`config.mk`:
```
export PLATFORM = sky130hd
export DESIGN_NAME = xor_mask_block_deinterleave
export DESIGN_NICKNAME = d
export VERILOG_FILES = /design/src/sv/xmbd_pkg.sv /design/src/sv/xmbd_core.sv /design/src/sv/xmbd_skid.sv /design/src/sv/xor_mask_block_deinterleave.sv
export SDC_FILE = /design/constraint.sdc
export NUM_CORES = 1
export LEC_CHECK = 0
export BUFFER_PORTS_ARGS = -buffer_cell sky130_fd_sc_hd__buf_2
export CAP_MARGIN = 20
export CORE_ASPECT_RATIO = 0.7
export CORE_UTILIZATION = 35
export CTS_BUF_LIST = sky130_fd_sc_hd__clkbuf_4 sky130_fd_sc_hd__clkbuf_8 sky130_fd_sc_hd__clkbuf_16
export DETAILED_ROUTE_END_ITERATION = 7
export GPL_TIMING_DRIVEN = 0
export HOLD_SLACK_MARGIN = 0.03
export MAX_ROUTING_LAYER = met4
export PLACE_DENSITY = 0.56
export SETUP_SLACK_MARGIN = 0.3
export SLEW_MARGIN = 30
export SYNTH_ARGS = -nofsm -noshare
export SYNTH_HDL_FRONTEND = slang
export SYNTH_SLANG_ARGS = --single-unit
```
`constraint.sdc`:
```
create_clock -name clk_i -period 11.03 [get_ports clk_i]
set_input_delay 0 -clock clk_i [delete_from_list [all_inputs] [get_ports clk_i]]
set_output_delay 0 -clock clk_i [all_outputs]
set_load 0.02 [all_outputs]
```
`src/sv/xmbd_pkg.sv`:
```
// ----------------------------------------------------------------------------
// xmbd_pkg: shared types and constants of the XOR-mask block deinterleaver
// Register indexes, reset values, the configuration bundle and the result
// bundle that passes from the decode core to the output stage.
// ----------------------------------------------------------------------------
`default_nettype none

package xmbd_pkg;

  // Default width of the message byte counters
  localparam int unsigned XMBD_POS_BITS = 24;

  // Fixed field widths
  localparam int unsigned XMBD_OUT_POS_W = 24;
  localparam int unsigned XMBD_CFG_W     = 24;
  localparam int unsigned XMBD_IDX_W     = 3;

  // Register indexes
  localparam logic [XMBD_IDX_W-1:0] XMBD_REG_MASK_START = 3'd0;
  localparam logic [XMBD_IDX_W-1:0] XMBD_REG_MASK_INC   = 3'd1;
  localparam logic [XMBD_IDX_W-1:0] XMBD_REG_BLOCK_SIZE = 3'd2;
  localparam logic [XMBD_IDX_W-1:0] XMBD_REG_DEC_LIMIT  = 3'd3;
  localparam logic [XMBD_IDX_W-1:0] XMBD_REG_MSG_LEN    = 3'd4;

  // Register reset values
  localparam logic [7:0]  XMBD_RST_MASK_START = 8'h1b;
  localparam logic [7:0]  XMBD_RST_MASK_INC   = 8'h37;
  localparam logic [15:0] XMBD_RST_BLOCK_SIZE = 16'd16;
  localparam logic [23:0] XMBD_RST_DEC_LIMIT  = 24'd16;
  localparam logic [23:0] XMBD_RST_MSG_LEN    = 24'd16;

  // Configuration registers as seen by the core
  typedef struct packed {
    logic [7:0]  mask_start;
    logic [7:0]  mask_increment;
    logic [15:0] block_size;
    logic [23:0] decode_limit;
    logic [23:0] message_length;
  } xmbd_cfg_t;

  // One result item
  typedef struct packed {
    logic [7:0]                plain_byte;
    logic [XMBD_OUT_POS_W-1:0] byte_position;
    logic                      last_of_message;
  } xmbd_result_t;

endpackage : xmbd_pkg

`default_nettype wire

```
`src/sv/xmbd_core.sv`:
```
// ----------------------------------------------------------------------------
// xmbd_core: per-byte decode state and result logic
// Holds the running mask, byte counter, block bookkeeping and budget. For
// each transfer it decides block entry, forms the plaintext byte and its
// position, and advances the state in the same cycle.
// ----------------------------------------------------------------------------
`default_nettype none

module xmbd_core
  import xmbd_pkg::*;
#(
  parameter int unsigned PosW = XMBD_POS_BITS
) (
  input  wire logic         clk_i,
  input  wire logic         rst_ni,
  input  wire xmbd_cfg_t    cfg_i,
  input  wire logic         accept_i,
  input  wire logic [7:0]   cipher_byte_i,
  input  wire logic         first_of_message_i,
  output xmbd_result_t      result_o
);

  localparam int unsigned CmpW = PosW + 24;
  localparam logic [PosW-1:0] PosOne = PosW'(1);
  localparam logic [PosW-1:0] PosTwo = PosW'(2);

  // State registers
  logic [7:0]      mask_q, mask_d;
  logic [PosW-1:0] taken_q, taken_d;
  logic [PosW-1:0] pos_q, pos_d;     // position of the next block byte
  logic [PosW-1:0] top_q, top_d;     // position of the first block byte
  logic [15:0]     len_q, len_d;
  logic [15:0]     off_q, off_d;
  logic [23:0]     limit_q, limit_d;
  logic            inside_q, inside_d;

  // State after an optional restart
  logic [7:0]      mask_eff;
  logic [PosW-1:0] t_eff;
  logic [23:0]     limit_eff;
  logic            inside_eff;

  // Block decision
  logic [23:0]     even_len;
  logic [CmpW-1:0] t_ext, even_ext, rest, bs_ext, top_ext;
  logic [15:0]     bs_eff, len_new;
  logic            start;

  // Current byte
  logic            in_blk;
  logic [15:0]     cur_len, cur_off, half_m1;
  logic [PosW-1:0] cur_pos, cur_top, pos_sel;
  logic            blk_end;
  logic [23:0]     msg_m1;
  logic [CmpW-1:0] msg_m1_ext, pos_ext;

  // Apply restart before the decision
  always_comb begin
    if (first_of_message_i) begin
      mask_eff   = cfg_i.mask_start;
      t_eff      = '0;
      limit_eff  = cfg_i.decode_limit;
      inside_eff = 1'b0;
    end else begin
      mask_eff   = mask_q;
      t_eff      = taken_q;
      limit_eff  = limit_q;
      inside_eff = inside_q;
    end
  end

  // Decide whether a new block opens at this byte
  always_comb begin
    even_len = {cfg_i.message_length[23:1], 1'b0};
    bs_eff   = {cfg_i.block_size[15:1], 1'b0};
    if (bs_eff == 16'd0) begin
      bs_eff = 16'd2;
    end
    t_ext    = {{24{1'b0}}, t_eff};
    even_ext = {{PosW{1'b0}}, even_len};
    bs_ext   = {{(CmpW-16){1'b0}}, bs_eff};
    rest     = even_ext - t_ext;
    start    = !inside_eff && (t_ext < even_ext) && (limit_eff != 24'd0);
    len_new  = (rest < bs_ext) ? rest[15:0] : bs_eff;
    top_ext  = t_ext + {{(CmpW-16){1'b0}}, len_new} - {{(CmpW-1){1'b0}}, 1'b1};
  end

  // Select the block bookkeeping for this byte; a one-byte block has no
  // first half, so its byte lands one below the block base
  always_comb begin
    in_blk  = inside_eff || start;
    cur_len = start ? len_new : len_q;
    cur_off = start ? 16'd0 : off_q;
    cur_top = start ? top_ext[PosW-1:0] : top_q;
    cur_pos = start ? ((len_new[15:1] == 15'd0) ? (top_ext[PosW-1:0] - PosOne)
                                                : top_ext[PosW-1:0])
                    : pos_q;
    half_m1 = {1'b0, cur_len[15:1]} - 16'd1;
    blk_end = (cur_off == cur_len - 16'd1);
    pos_sel = in_blk ? cur_pos : t_eff;
  end

  // Form the result
  always_comb begin
    msg_m1     = cfg_i.message_length - 24'd1;
    msg_m1_ext = {{PosW{1'b0}}, msg_m1};
    pos_ext    = {{24{1'b0}}, pos_sel};
    result_o.plain_byte      = in_blk ? (cipher_byte_i ^ mask_eff) : cipher_byte_i;
    result_o.byte_position   = pos_ext[XMBD_OUT_POS_W-1:0];
    result_o.last_of_message = (cfg_i.message_length != 24'd0) &&
                               (t_eff == msg_m1_ext[PosW-1:0]);
  end

  // Advance the state on every transfer
  always_comb begin
    mask_d   = mask_q;
    taken_d  = taken_q;
    pos_d    = pos_q;
    top_d    = top_q;
    len_d    = len_q;
    off_d    = off_q;
    limit_d  = limit_q;
    inside_d = inside_q;
    if (accept_i) begin
      taken_d  = t_eff + PosOne;
      limit_d  = limit_eff;
      mask_d   = mask_eff;
      inside_d = 1'b0;
      if (start) begin
        limit_d = (limit_eff > {8'd0, len_new}) ? (limit_eff - {8'd0, len_new}) : 24'd0;
      end
      if (in_blk) begin
        mask_d   = mask_eff + cfg_i.mask_increment;
        len_d    = cur_len;
        top_d    = cur_top;
        off_d    = cur_off + 16'd1;
        inside_d = !blk_end;
        pos_d    = (cur_off == half_m1) ? (cur_top - PosOne) : (cur_pos - PosTwo);
      end
    end
  end

  // Hold state registers
  always_ff @(posedge clk_i or negedge rst_ni) begin
    if (!rst_ni) begin
      mask_q   <= XMBD_RST_MASK_START;
      taken_q  <= '0;
      pos_q    <= '0;
      top_q    <= '0;
      len_q    <= '0;
      off_q    <= '0;
      limit_q  <= XMBD_RST_DEC_LIMIT;
      inside_q <= 1'b0;
    end else begin
      mask_q   <= mask_d;
      taken_q  <= taken_d;
      pos_q    <= pos_d;
      top_q    <= top_d;
      len_q    <= len_d;
      off_q    <= off_d;
      limit_q  <= limit_d;
      inside_q <= inside_d;
    end
  end

  // An open block always has a nonzero length and a valid offset
  a_block_shape: assert property (@(posedge clk_i) disable iff (!rst_ni)
    inside_q |-> (len_q != 16'd0) && (off_q < len_q))
    else $error("open block has bad length or offset");

  // The budget only shrinks until the next message restart
  a_limit_shrinks: assert property (@(posedge clk_i) disable iff (!rst_ni)
    (accept_i && !first_of_message_i) |=> (limit_q <= $past(limit_q)))
    else $error("decode budget grew within a message");

  // Without a transfer the decode state holds
  a_idle_hold: assert property (@(posedge clk_i) disable iff (!rst_ni)
    !accept_i |=> $stable(taken_q) && $stable(mask_q) && $stable(inside_q))
    else $error("decode state moved without a transfer");

endmodule : xmbd_core

`default_nettype wire

```
`src/sv/xmbd_skid.sv`:
```
// ----------------------------------------------------------------------------
// xmbd_skid: registered output stage with one skid entry
// Registers each result and takes one more into the skid entry while the
// receiver stalls, so the input stall comes from a flop, not out_stall_i.
// ----------------------------------------------------------------------------
`default_nettype none

module xmbd_skid
  import xmbd_pkg::*;
(
  input  wire logic         clk_i,
  input  wire logic         rst_ni,
  input  wire logic         in_valid_i,
  output logic              in_stall_o,
  input  wire xmbd_result_t in_data_i,
  output logic              out_valid_o,
  input  wire logic         out_stall_i,
  output xmbd_result_t      out_data_o
);

  logic         main_valid_q, main_valid_d;
  logic         skid_valid_q, skid_valid_d;
  xmbd_result_t main_q, main_d;
  xmbd_result_t skid_q, skid_d;
  logic         in_xfer, out_xfer;

  assign in_stall_o  = skid_valid_q;
  assign out_valid_o = main_valid_q;
  assign out_data_o  = main_q;
  assign in_xfer     = in_valid_i && !skid_valid_q;
  assign out_xfer    = main_valid_q && !out_stall_i;

  // Refill the main entry from the skid entry first, then from the input
  always_comb begin
    main_valid_d = main_valid_q;
    skid_valid_d = skid_valid_q;
    main_d       = main_q;
    skid_d       = skid_q;
    if (!main_valid_q || out_xfer) begin
      main_valid_d = skid_valid_q || in_xfer;
      main_d       = skid_valid_q ? skid_q : in_data_i;
      skid_valid_d = 1'b0;
    end else if (in_xfer) begin
      skid_valid_d = 1'b1;
      skid_d       = in_data_i;
    end
  end

  // Hold valid flags
  always_ff @(posedge clk_i or negedge rst_ni) begin
    if (!rst_ni) begin
      main_valid_q <= 1'b0;
      skid_valid_q <= 1'b0;
    end else begin
      main_valid_q <= main_valid_d;
      skid_valid_q <= skid_valid_d;
    end
  end

  // Hold payload
  always_ff @(posedge clk_i) begin
    main_q <= main_d;
    skid_q <= skid_d;
  end

  // The skid entry is only in use behind a full main entry
  a_skid_behind_main: assert property (@(posedge clk_i) disable iff (!rst_ni)
    skid_valid_q |-> main_valid_q)
    else $error("skid entry filled while main entry empty");

  // A stalled full main entry catches the next input in the skid entry
  a_skid_fill: assert property (@(posedge clk_i) disable iff (!rst_ni)
    (!skid_valid_q && in_valid_i && main_valid_q && out_stall_i) |=> skid_valid_q)
    else $error("stalled transfer not caught in skid entry");

  // A drained stage with no input goes empty
  a_drain: assert property (@(posedge clk_i) disable iff (!rst_ni)
    (main_valid_q && !out_stall_i && !skid_valid_q && !in_valid_i) |=> !main_valid_q)
    else $error("output stage did not drain");

endmodule : xmbd_skid

`default_nettype wire

```
`src/sv/xor_mask_block_deinterleave.sv`:
```
// ----------------------------------------------------------------------------
// xor_mask_block_deinterleave: byte-serial XOR-mask block deinterleaver
// Takes ciphertext bytes in arrival order and returns each plaintext byte
// with its offset in the plaintext message.
//
// Input channel: in_valid_i / in_stall_o carry cipher_byte_i and
// first_of_message_i; a byte transfers when valid is high and stall low.
// first_of_message_i restarts the counters, the mask and the block budget.
// Output channel: out_valid_o / out_stall_i carry plain_byte_o,
// byte_position_o and last_of_message_o, one result per input byte.
// Configuration: cfg_we_i writes cfg_data_i into register cfg_index_i
// (0 mask start, 1 mask increment, 2 block size, 3 decode limit,
// 4 message length); other indexes are ignored. Write only while idle.
// Output: each result is registered before it reaches the output ports.
// Throughput: one byte per cycle while in_stall_o is low, as the decode
// loop is unpipelined and a two-entry output stage takes bytes on stalls.
// Stall: once both output entries are full, in_stall_o rises from a flop.
// Reset: registers return to their defaults and the output stage empties.
// ----------------------------------------------------------------------------
`default_nettype none

module xor_mask_block_deinterleave
  import xmbd_pkg::*;
#(
  parameter int unsigned PosW = XMBD_POS_BITS
) (
  input  wire logic                      clk_i,
  input  wire logic                      rst_ni,
  input  wire logic                      cfg_we_i,
  input  wire logic [XMBD_IDX_W-1:0]     cfg_index_i,
  input  wire logic [XMBD_CFG_W-1:0]     cfg_data_i,
  input  wire logic                      in_valid_i,
  output logic                           in_stall_o,
  input  wire logic [7:0]                cipher_byte_i,
  input  wire logic                      first_of_message_i,
  output logic                           out_valid_o,
  input  wire logic                      out_stall_i,
  output logic [7:0]                     plain_byte_o,
  output logic [XMBD_OUT_POS_W-1:0]      byte_position_o,
  output logic                           last_of_message_o
);

  xmbd_cfg_t    cfg_q, cfg_d;
  xmbd_result_t core_res, out_res;
  logic         in_xfer;

  // Decode register writes
  always_comb begin
    cfg_d = cfg_q;
    if (cfg_we_i) begin
      unique case (cfg_index_i)
        XMBD_REG_MASK_START: cfg_d.mask_start     = cfg_data_i[7:0];
        XMBD_REG_MASK_INC:   cfg_d.mask_increment = cfg_data_i[7:0];
        XMBD_REG_BLOCK_SIZE: cfg_d.block_size     = cfg_data_i[15:0];
        XMBD_REG_DEC_LIMIT:  cfg_d.decode_limit   = cfg_data_i;
        XMBD_REG_MSG_LEN:    cfg_d.message_length = cfg_data_i;
        default:             cfg_d                = cfg_q;
      endcase
    end
  end

  // Hold configuration registers
  always_ff @(posedge clk_i or negedge rst_ni) begin
    if (!rst_ni) begin
      cfg_q.mask_start     <= XMBD_RST_MASK_START;
      cfg_q.mask_increment <= XMBD_RST_MASK_INC;
      cfg_q.block_size     <= XMBD_RST_BLOCK_SIZE;
      cfg_q.decode_limit   <= XMBD_RST_DEC_LIMIT;
      cfg_q.message_length <= XMBD_RST_MSG_LEN;
    end else begin
      cfg_q <= cfg_d;
    end
  end

  assign in_xfer = in_valid_i && !in_stall_o;

  // Decode state and per-byte result
  xmbd_core #(
    .PosW (PosW)
  ) u_core (
    .clk_i              (clk_i),
    .rst_ni             (rst_ni),
    .cfg_i              (cfg_q),
    .accept_i           (in_xfer),
    .cipher_byte_i      (cipher_byte_i),
    .first_of_message_i (first_of_message_i),
    .result_o           (core_res)
  );

  // Registered output with skid entry
  xmbd_skid u_skid (
    .clk_i       (clk_i),
    .rst_ni      (rst_ni),
    .in_valid_i  (in_valid_i),
    .in_stall_o  (in_stall_o),
    .in_data_i   (core_res),
    .out_valid_o (out_valid_o),
    .out_stall_i (out_stall_i),
    .out_data_o  (out_res)
  );

  assign plain_byte_o      = out_res.plain_byte;
  assign byte_position_o   = out_res.byte_position;
  assign last_of_message_o = out_res.last_of_message;

endmodule : xor_mask_block_deinterleave

`default_nettype wire
```
==> out/results.tsv <==
stage	metric	value	unit
power_and_ir_drop	vdd_drop_max	140.6	µV
synth	synthCells	2453	
floorplan	rows	75	
placed_design	dpl.hpwl	64720	µm
worst_setup_path	critPathKind	flip-flop to flip-flop	
sta	hold_violations	0	
cells_and_area	multi_input_area	13560	µm²
sta	finalCritPeriodShare	95.17	%
synth	avgSynthCellArea	8.793	µm²
run_status	run_status	completed	
power_and_ir_drop	leakagePower	10.09	nW
floorplan	dieArea	62640	µm²
global_routing	antenna_found_initial	5	
synth	synth_fp_nets	2611	
sta	skew	24.12	ps
cells_and_area	final_layout_size_suffix_gt1_share	16.45	%
cells_and_area	stdcell_area	25100	µm²
synth	ys_warn_count	0	
worst_setup_path	worstPathArrival	10990	ps
sta	rsz0062_at_grt	true	
worst_setup_path	worstPathRequired	11520	ps
sta	finalSetupViolCount	0	
floorplan	core_area	60430	µm²
worst_hold_path	worstHoldEndpoint	cfg_q[41]	
cells_and_area	layout_commonest_cell	nand2_1	
worst_setup_path	crit_buf_inv	4	
power_and_ir_drop	p_total	6.422	mW
drt	via_per_inst	5.842	
drt	wl	84030	µm
worst_setup_path	setup.worst_path.start_class	flip-flop	
worst_setup_path	r2r-end	u_core.pos_q[23]	
worst_setup_path	r2r_cells	37	
clocking	htree_levels	1	
cells_and_area	diodes	0	
floorplan	io_pins	76	
worst_setup_path	worstPathMaxFanout	10	
drt	drc	0	
drt	drt_first_pass_iters	5	
cells_and_area	layout-area-overhead-vs-synth	16.38	%
sta	fmax	95.26	MHz
global_routing	overflow	0	
worst_setup_path	end_kind	flip-flop	
synth	synth_flop_cell	dfrtp_1	
synth	yosys_register_bits	284	
drt	antenna_left	0	
worst_setup_path	path_delay_family	simple AND/OR/NAND/NOR gates	
clocking	cts.path.max_buffers	3	
floorplan	die_h	209.7	µm
cells_and_area	regArea	7461	µm²
clocking	clkLatencyLatePin	630	ps
worst_setup_path	cpPeakStageDelay	530	ps
sta	period_minus_slack	10500	ps
placed_design	gp_congestion	0.9716	
global_routing	track_usage	27.31	%
worst_setup_path	r2r-start	u_core.taken_q[4]	
cells_and_area	fillCellCount	6070	
cells_and_area	nets	2784	
worst_hold_path	hold_depth	3	
cells_and_area	final_cell_mix	319 x nand2_1, 199 x dfrtp_1, 187 x nor2_1	
power_and_ir_drop	p_per_area	255.8	nW/µm²
clocking	cts_tree	yes	
global_routing	grt_pass1_vias	19131	
drt	drt-wirelength-per-cell	24.29	µm
synth	ys_seq_area_share	34.58	%
placed_design	placed_area	23150	µm²
synth	synth_edf_count	66	
synth	synthArstFlopShare	76.76	%
placed_design	portBuffers	74	
drt	dr_total_vias	20207	
clocking	numCtsBuffers	31	
floorplan	die_w	298.7	µm
synth	synth_cell_types	99	
worst_hold_path	hold_path.class	primary input to flip-flop	
sta	relSlewSlack	30.24	%
clocking	clkSinkCount	284	
synth	synth_area	21570	µm²
global_routing	grt_start_max_net_pins	85	
global_routing	grt_pass1_wl	125900	µm
sta	slew_violations	0	
clocking	cts-root-buf	clkbuf_16	
worst_hold_path	min_from	cfg_data_i[17]	
worst_setup_path	cp_slowest_cell	or4b_4	
clocking	path_clk_slew	80	ps
floorplan	initial_core_util	35.69	%
flow_run	maxCapViolCount	0	
drt	drt_iter0_markers	2304	
sta	worstMarginPinSlew	1026	ps
worst_setup_path	r2r_slack	530	ps
worst max path at each step:
stage	end	cells past startpoint	slack, ps	startpoint
floorplan	u_core.pos_q[23]	39	1470	first_of_message_i
global placement	u_core.pos_q[23]	40	-2160	first_of_message_i
detailed placement	u_core.pos_q[23]	40	-2280	first_of_message_i
CTS	u_core.pos_q[23]	38	340	u_core.taken_q[8]
global route	u_core.pos_q[23]	40	200	u_core.taken_q[0]
finish	u_core.pos_q[23]	37	530	u_core.taken_q[4]
logic make-up after synthesis:
logic type	synth area share, %
AOI/OAI and AO/OA	16.36
xor gates and xnor gates	8.284
adders and majority gates	6.927
buffers and inverters	4.125
DFF	34.58
muxes	10.24
and+or+nand+nor	19.48
metrics by stage:
step / hold WS [ps] / utilization (%) / setup WS [ps] / cells / setup TNS (ps)
CTS: 137.6 / 41.12 / 343.0 / 3447 / 0
detailed placement: -13.18 / 38.31 / -2275 / 3342 / -65090
global placement: 238.4 / 37.98 / -2157 / 3335 / -64490
global route: 170.8 / 41.54 / 196.2 / 3459 / 0
floorplan: -295.6 / - / 1470 / 2453 / 0
finish: 166.3 / 41.54 / 532.2 / 3459 / 0
Yosys cell counts, drive strengths merged, types with 9 or more instances:
cell / number / area, µm²
a31oi: 24 / 162.7
nand2b: 15 / 93.84
nand2: 325 / 1220
clkbuf: 77 / 289.0
nor3: 76 / 380.4
ha: 113 / 1414
o21ai: 194 / 974.7
xnor2: 120 / 1051
or2: 9 / 56.31
nor4: 37 / 292.8
nor2b: 21 / 138.9
dfstp: 17 / 446.7
o211ai: 13 / 111.4
mux2i: 67 / 670.6
nand4: 39 / 244.0
mux2: 136 / 1539
edfxtp: 66 / 1982
inv: 104 / 390.4
o31ai: 10 / 80.07
and2: 19 / 118.9
a21oi: 136 / 680.7
or4: 16 / 123.9
a21o: 28 / 210.2
o21a: 17 / 127.6
dfrtp: 201 / 5030
xor2: 84 / 735.7
or3: 13 / 81.33
nor2: 190 / 715.7
a211oi: 20 / 155.1
nor3b: 13 / 97.59
and3: 11 / 68.82
a21boi: 15 / 112.6
buf: 36 / 206.4
nand3: 55 / 280.3
worst reg2reg max path: cells and delay by family, from the launching register on:
kind | cells | cell delay (ps)
and+or+nand+nor | 12 | 3520
AOI/OAI and AO/OA | 13 | 3190
adders and majority gates | 4 | 1260
buffers and inverters | 4 | 830
muxes | 2 | 780
DFF | 1 | 460
xor gates and xnor gates | 2 | 320
routing by layer:
metal | track usage [%] | routed length (µm)
met5 | - | 0
met4 | 5.155 | 1668
met2 | 35.43 | 32020
met3 | 5.072 | 8743
met1 | 42.93 | 41610
timing repair:
item | 4_1_cts | 5_1_grt
hold endpoints to repair | 313 | 0
endpoints found under the setup margin | 53 | 28
pin swaps | 2 | 8
gates resized for setup | 35 | 42
setup buffers | 2 | 12
hold buffers | 45 | 0
state kept, by name, summed over array words and instances (netlist names):
name and flops:
u_core.mask_q 8, u_skid.out_valid_o 1, u_skid.out_data_o 33, cfg_q 79, u_core.len_q 16, u_core.taken_q 24
u_core.limit_q 24, u_core.off_q 16, u_skid.skid_q 33, u_core.pos_q 24, u_core.top_q 24, u_skid.in_stall_o 1
u_core.inside_q 1
power by group:
part / total, mW / switching (mW) / internal, mW / leakage, nW
clock network: 1.12 / 0.502 / 0.616 / 0.524
registers: 1.71 / 0.288 / 1.42 / 3.33
logic: 3.59 / 2.27 / 1.32 / 6.24
area by class of cell:
type                       count  share of cell area [%]
multi-input combinational   1951                   54.02
sequential                   284                   29.72
timing repair buffer         140                   4.307
tap                          808                   4.028
clock buffer                  42                   3.519
buffer                       113                   2.094
inverter                     105                   1.600
clock inverter                16                  0.7078
Power figures use the tool's default switching activity.
